## src/rtl/core/ircp_pkg.sv

```systemverilog
// Shared types and constants of the row and column projection block.
// Used by ircp_lane, ircp_merge and image_row_column_projection_top.
`timescale 1ns / 1ps

package ircp_pkg;

    localparam int MAX_WIDTH    = 1024;
    localparam int LANES        = 4;
    localparam int FIELD_LANES  = 4;
    localparam int ACTIVE_LANES = (LANES < FIELD_LANES) ? LANES : FIELD_LANES;

    localparam int SAMPLE_W = 32;
    localparam int BIN_W    = 16;
    localparam int ROW_W    = 16;
    localparam int COL_W    = (MAX_WIDTH > 1) ? $clog2(MAX_WIDTH) : 1;

    localparam int OUT_DEPTH = 8;
    localparam int PTR_W     = $clog2(OUT_DEPTH);
    localparam int CNT_W     = $clog2(OUT_DEPTH + 1);

    localparam logic KIND_ROW    = 1'b0;
    localparam logic KIND_COLUMN = 1'b1;

    // Configuration register indexes.
    localparam logic [2:0] REG_COMBINE_MODE = 3'd0;
    localparam logic [2:0] REG_SIGNED       = 3'd1;
    localparam logic [2:0] REG_BANDS        = 3'd2;
    localparam logic [2:0] REG_WIDTH        = 3'd3;
    localparam logic [2:0] REG_HEIGHT       = 3'd4;

    // Combine modes; the unused code acts as a sum.
    localparam logic [1:0] MODE_SUM = 2'd0;
    localparam logic [1:0] MODE_MAX = 2'd1;
    localparam logic [1:0] MODE_MIN = 2'd2;

    typedef struct packed {
        logic [1:0] mode;
        logic       signed_samples;
    } lane_cfg_t;

    // Pixel in the registered pipeline stage, seen by the output merge.
    typedef struct packed {
        logic             valid;
        logic             row_end;
        logic             last_row;
        logic [COL_W-1:0] col;
        logic [ROW_W-1:0] row;
    } stage_info_t;

    typedef struct packed {
        logic                                   frame_done;
        logic [FIELD_LANES-1:0][SAMPLE_W-1:0]   values;
        logic [BIN_W-1:0]                       bin_index;
        logic                                   result_kind;
    } out_word_t;

endpackage

```

## src/rtl/core/ircp_merge.sv

```systemverilog
// Output merge: gathers the lane results of a pixel into row and column
// words and queues them for the output stream. Depends on ircp_pkg.
`timescale 1ns / 1ps

module ircp_merge (
    input  logic                                               clk,
    input  logic                                               rst_n,
    input  ircp_pkg::stage_info_t                              info,
    input  logic [ircp_pkg::ACTIVE_LANES-1:0][ircp_pkg::SAMPLE_W-1:0] row_vals,
    input  logic [ircp_pkg::ACTIVE_LANES-1:0][ircp_pkg::SAMPLE_W-1:0] col_vals,
    output logic                                               room,
    output logic                                               out_valid,
    input  logic                                               out_ready,
    output ircp_pkg::out_word_t                                out_word
);
    import ircp_pkg::*;

    out_word_t queue [OUT_DEPTH];

    logic [PTR_W-1:0] wr_ptr_reg;
    logic [PTR_W-1:0] rd_ptr_reg;
    logic [CNT_W-1:0] cnt_reg;
    logic [CNT_W-1:0] cnt_next;

    logic [FIELD_LANES-1:0][SAMPLE_W-1:0] row_field;
    logic [FIELD_LANES-1:0][SAMPLE_W-1:0] col_field;
    out_word_t row_word;
    out_word_t col_word;
    logic [1:0] n_push;
    logic       pop;

    for (genvar l = 0; l < FIELD_LANES; l++)
    begin : g_field
        if (l < ACTIVE_LANES)
        begin : g_used
            assign row_field[l] = row_vals[l];
            assign col_field[l] = col_vals[l];
        end
        else
        begin : g_unused
            assign row_field[l] = '0;
            assign col_field[l] = '0;
        end
    end

    always_comb
    begin
        row_word.result_kind = KIND_ROW;
        row_word.bin_index   = BIN_W'(info.row);
        row_word.values      = row_field;
        row_word.frame_done  = 1'b0;
        col_word.result_kind = KIND_COLUMN;
        col_word.bin_index   = BIN_W'(info.col);
        col_word.values      = col_field;
        col_word.frame_done  = info.row_end;
    end

    assign n_push = info.valid ? (2'(info.row_end) + 2'(info.last_row)) : 2'd0;
    assign pop    = out_valid & out_ready;

    // Leave space for the pixel in flight and one more that may enter now.
    assign room = ((CNT_W+1)'(cnt_reg) + (CNT_W+1)'(n_push)) <= (CNT_W+1)'(OUT_DEPTH - 2);

    assign out_valid = (cnt_reg != '0);
    assign out_word  = queue[rd_ptr_reg];
    assign cnt_next  = cnt_reg + CNT_W'(n_push) - CNT_W'(pop);

    always_ff @(posedge clk)
    begin
        if (info.valid && info.row_end)
        begin
            queue[wr_ptr_reg] <= row_word;
            if (info.last_row)
            begin
                queue[wr_ptr_reg + 1'b1] <= col_word;
            end
        end
        else if (info.valid && info.last_row)
        begin
            queue[wr_ptr_reg] <= col_word;
        end
    end

    always_ff @(posedge clk or negedge rst_n)
    begin
        if (!rst_n)
        begin
            wr_ptr_reg <= '0;
            rd_ptr_reg <= '0;
            cnt_reg    <= '0;
        end
        else
        begin
            wr_ptr_reg <= wr_ptr_reg + PTR_W'(n_push);
            if (pop)
            begin
                rd_ptr_reg <= rd_ptr_reg + 1'b1;
            end
            cnt_reg <= cnt_next;
        end
    end

    a_no_overflow: assert property (@(posedge clk) disable iff (!rst_n)
        info.valid |-> ((CNT_W+1)'(cnt_reg) + (CNT_W+1)'(n_push) <= (CNT_W+1)'(OUT_DEPTH)))
        else $error("output queue overflow");

    a_done_on_column: assert property (@(posedge clk) disable iff (!rst_n)
        (out_valid && out_word.frame_done) |-> (out_word.result_kind == KIND_COLUMN))
        else $error("frame end marked on a row result");

    a_ptr_count: assert property (@(posedge clk) disable iff (!rst_n)
        (cnt_reg == OUT_DEPTH) || (PTR_W'(cnt_reg) == PTR_W'(wr_ptr_reg - rd_ptr_reg)))
        else $error("queue count disagrees with pointers");

endmodule

```

## config.mk

```make
export PLATFORM = sky130hd
export DESIGN_NAME = ircp_merge
export DESIGN_NICKNAME = d
export VERILOG_FILES = /design/src/rtl/core/ircp_pkg.sv /design/src/rtl/core/ircp_merge.sv
export SDC_FILE = /design/constraint.sdc
export NUM_CORES = 2
export LEC_CHECK = 0
export ABC_CLOCK_PERIOD_IN_PS = 6900
export BUFFER_PORTS_ARGS = -buffer_cell sky130_fd_sc_hd__buf_2
export CORE_MARGIN = 3
export CORE_UTILIZATION = 40
export DETAILED_ROUTE_END_ITERATION = 10
export HOLD_SLACK_MARGIN = 0.12
export PLACE_DENSITY = 0.58
export SYNTH_ARGS = -nofsm -noshare
export SYNTH_HDL_FRONTEND = slang
export SYNTH_SLANG_ARGS = --single-unit
export TNS_END_PERCENT = 5
```

## constraint.sdc

```tcl
create_clock -name clk -period 6.9 [get_ports clk]
set_clock_uncertainty 0.2 [all_clocks]
set_input_delay 1.035 -clock clk [delete_from_list [all_inputs] [get_ports clk]]
set_output_delay 1.035 -clock clk [all_outputs]
set_load 0.02 [all_outputs]
```

==> flow_summary_export.csv <==
group,metric,value,unit
logic_synthesis,async_reset_ff_share,0.8489,%
job,cap_viol_max_count,0,
worst_setup_path,crit_type,"reg2out",
worst_setup_path,worstPathRequired,5660,ps
routing,wl,186000,um
global_route,grt.overflow.total,0,
worst_setup_path,r2r-start,"wr_ptr_reg[2]",
worst_setup_path,r2r_setup_slack,2900,ps
sta,rsz0062_at_grt,"no",
worst_setup_path,setup.worst_path.start_class,"flip-flop",
cts,clock_tree.root_cell,"clkbuf_16",
pwr,p_per_area,413.7,mW/mm^2
status,status,"finished clean",
sta,max_freq,207.6,MHz
floorplanning,chipWidth,383.2,um
logic_synthesis,syn_area,0.05692,mm^2
pwr,switching_share,34.94,%
logic_synthesis,synth_ff_type,"edfxtp_1",
sta,layout_min_cycle_time,4817,ps
logic_synthesis,synth-edff-count,1112,
logic_synthesis,yosysUniqueCellTypes,51,
hold_path,whs_path_depth,1,
floorplanning,fp.dieArea,0.1469,mm^2
sta,tns,0,ps
placed_design,dp_hpwl,91430,um
cts,path_clk_slew,60,ps
worst_setup_path,timing.critical_path.arrival,3580,ps
pwr,ir_drop,0.3160,mV
routing,vias_per_cell,6.307,
routing,drc,0,
floorplanning,start_util,40.54,%
cts,cts_setup_buffers,0,
hold_path,hold_path_end,"queue[3][0]",
logic_synthesis,postSynthAreaPerCell,15.93,um^2
cts,worstSkewPairLatency,760,ps
placed_design,pre_cts_slack,2490,ps
routing,drt-pass1-iter-count,6,
sta,worst_slack,2083,ps
floorplanning,dieHeight,383.2,um
global_route,grt_pass1_vias,36650,
placed_design,routabilityCongestion,0.7758,
global_route,grt_pass1_wl,266000,um
final_layout,largest_reg_flops,1168,
sta,slew_violations,0,
worst_setup_path,path_max_fanout,128,
pwr,seqPwrFrac,37.0,%
final_layout,final_nets,3901,
cts,ctsHoldBuffers,1,
pwr,pwr-share-comb,36.7,%
sta,post-route-period-util,69.81,%
routing,wire_per_inst,33.03,um
global_route,grt_start_max_net_pins,139,
cts,cts_resized,0,
floorplanning,rows,137,
cts,h-tree-depth,4,
cts,clock-sinks,1178,
logic_synthesis,yosys.area.top_type,"edfxtp_1",
hold_path,hold_path.class,"reg2reg",
logic_synthesis,synth_seq_cells,1178,
logic_synthesis,ys_seq_area_share,61.08,%
global_route,grt_use_total,24.95,%
cts,cts_tree,"built",
placed_design,port_buffers,435,
pwr,p_int,17290,uW
logic_synthesis,yosys_warnings,0,
worst_setup_path,crit_path_end_kind,"primary output",
worst_setup_path,reg2reg_to,"queue[4][102]",
worst_setup_path,rr_worst_depth,4,
logic_synthesis,syn_nets,3876,
hold_path,hold_start,"queue[3][0]",
pwr,clock_power_share,26.3,%
floorplanning,coreArea,0.1404,mm^2
routing,detail-route-antenna-nets,0,
sta,setup_viol,0,
logic_synthesis,yosys-top-cells-area,"edfxtp_1 59%, a22o_1 17%, mux4_2 12%",
final_layout,utilization,45.74,%
pwr,static-leakage-power,0.02246,uW
sta,worstMarginPinSlew,1169,ps
sta,slew_headroom,22.03,%
final_layout,area_growth,12.82,%
routing,drt_iter0_drc,3427,
sta,hold_violations,0,
logic_synthesis,yosysTopAreaCellShare,58.67,%
logic_synthesis,syn_inst,3572,
cts,clk_path_buf_depth,3,
cts,cts_inserted_buffers,137,
pwr,switchingPower,9282,uW
routing,vias,35520,
floorplanning,io_pins,436,
final_layout,drive_gt1_share,31.27,%
global_route,antenna_found_initial,79,
==> per-layer routing <==
metal	GRT usage [%]	vias up	share of wire (%)
li1	-	14880	-
met1	31.67	18750	39
met2	42.57	1552	51
met3	5.211	315	7.3
met4	8.241	22	2.5
met5	0	-	0.084
==> power groups by stage <==
stage	logic (uW)	registers (uW)	clock network, uW
finish	9750	9840	6990
global route	10300	9930	7370
CTS	9880	9840	7080
detailed placement	9850	9980	0
global placement	9810	9950	0
floorplan	6770	9780	0
==> kinds of logic after synthesis <==
group	after synthesis	synth area share (%)
XOR/XNOR	8	0.1561
flip-flops	1178	61.08
adder cells (fa/ha/maj)	16	0.3913
AO/OA/AOI/OAI	1156	17.60
buffers and inverters	637	4.856
AND/OR/NAND/NOR	120	1.143
multiplexers	457	14.78
==> area by class of cell <==
class                           count  area [um^2]
Tap cell                         1876         2347
Antenna cell                       56        140.1
Sequential cell                  1178        34770
Clock inverter                     59        538.0
Inverter                           23        86.33
Clock buffer                      183         3715
Multi-Input combinational cell   1757        19560
Timing Repair Buffer              500         3055
Fill cell                       12210        76170
==> worst max-delay path by stage <==
stage	from	endpoint	slack, ps	cells after the start
floorplan	info[28]	queue[2][100]	1440	6
global placement	info[26]	room	2520	9
detailed placement	info[26]	room	2490	9
CTS	rd_ptr_reg[1]	out_word[53]	2150	4
global route	rd_ptr_reg[1]	out_word[53]	2090	4
finish	rd_ptr_reg[1]	out_word[53]	2080	4
==> Yosys cell counts (all sizes together), types with 5 or more instances <==
library cell	n
o22ai	6
dfrtp	10
inv	22
buf	496
nor2	27
o22a	5
dfxtp	56
and2	8
mux2	147
xor2	5
mux4	292
nand2	24
ha	13
mux2i	18
o21ai	30
edfxtp	1112
nor3	5
a22o	1104
clkbuf	118
nand2b	6
nand3	37
==> stage by stage <==
step / total power, uW / std cells / hold slack [ps] / area, um^2
2_1_floorplan: 16550 / 3572 / 221.0 / 56920
3_3_place_gp: 19760 / 5333 / 239.2 / 59810
3_5_place_dp: 19830 / 5333 / 246.8 / 59810
4_1_cts: 26810 / 5576 / 259.7 / 64080
5_1_grt: 27570 / 5608 / 282.0 / 64160
6_report: 26570 / 5632 / 258.9 / 64220
==> worst max-delay path, stage by stage (launching register included) <==
cell and delay [ps]:
dfrtp_4 890, buf_12 540, mux4_2 420, mux2_2 320, buf_2 200
==> placed cells by master (no fill, tap or decap), types with 25 or more instances in the layout <==
| cell | Yosys | layout |
|---|---|---|
| edfxtp_1 | 1112 | 1112 |
| a22o_1 | 1104 | 1104 |
| buf_2 | 148 | 435 |
| mux4_2 | 292 | 292 |
| mux2_2 | 147 | 147 |
| clkbuf_16 | 0 | 140 |
| diode_2 | 0 | 56 |
| dfxtp_1 | 56 | 56 |
| clkbuf_1 | 118 | 38 |
| nand3_1 | 33 | 33 |
| buf_4 | 26 | 33 |
| buf_12 | 0 | 31 |
| o21ai_0 | 25 | 25 |
(Power assumes the default switching activity.)
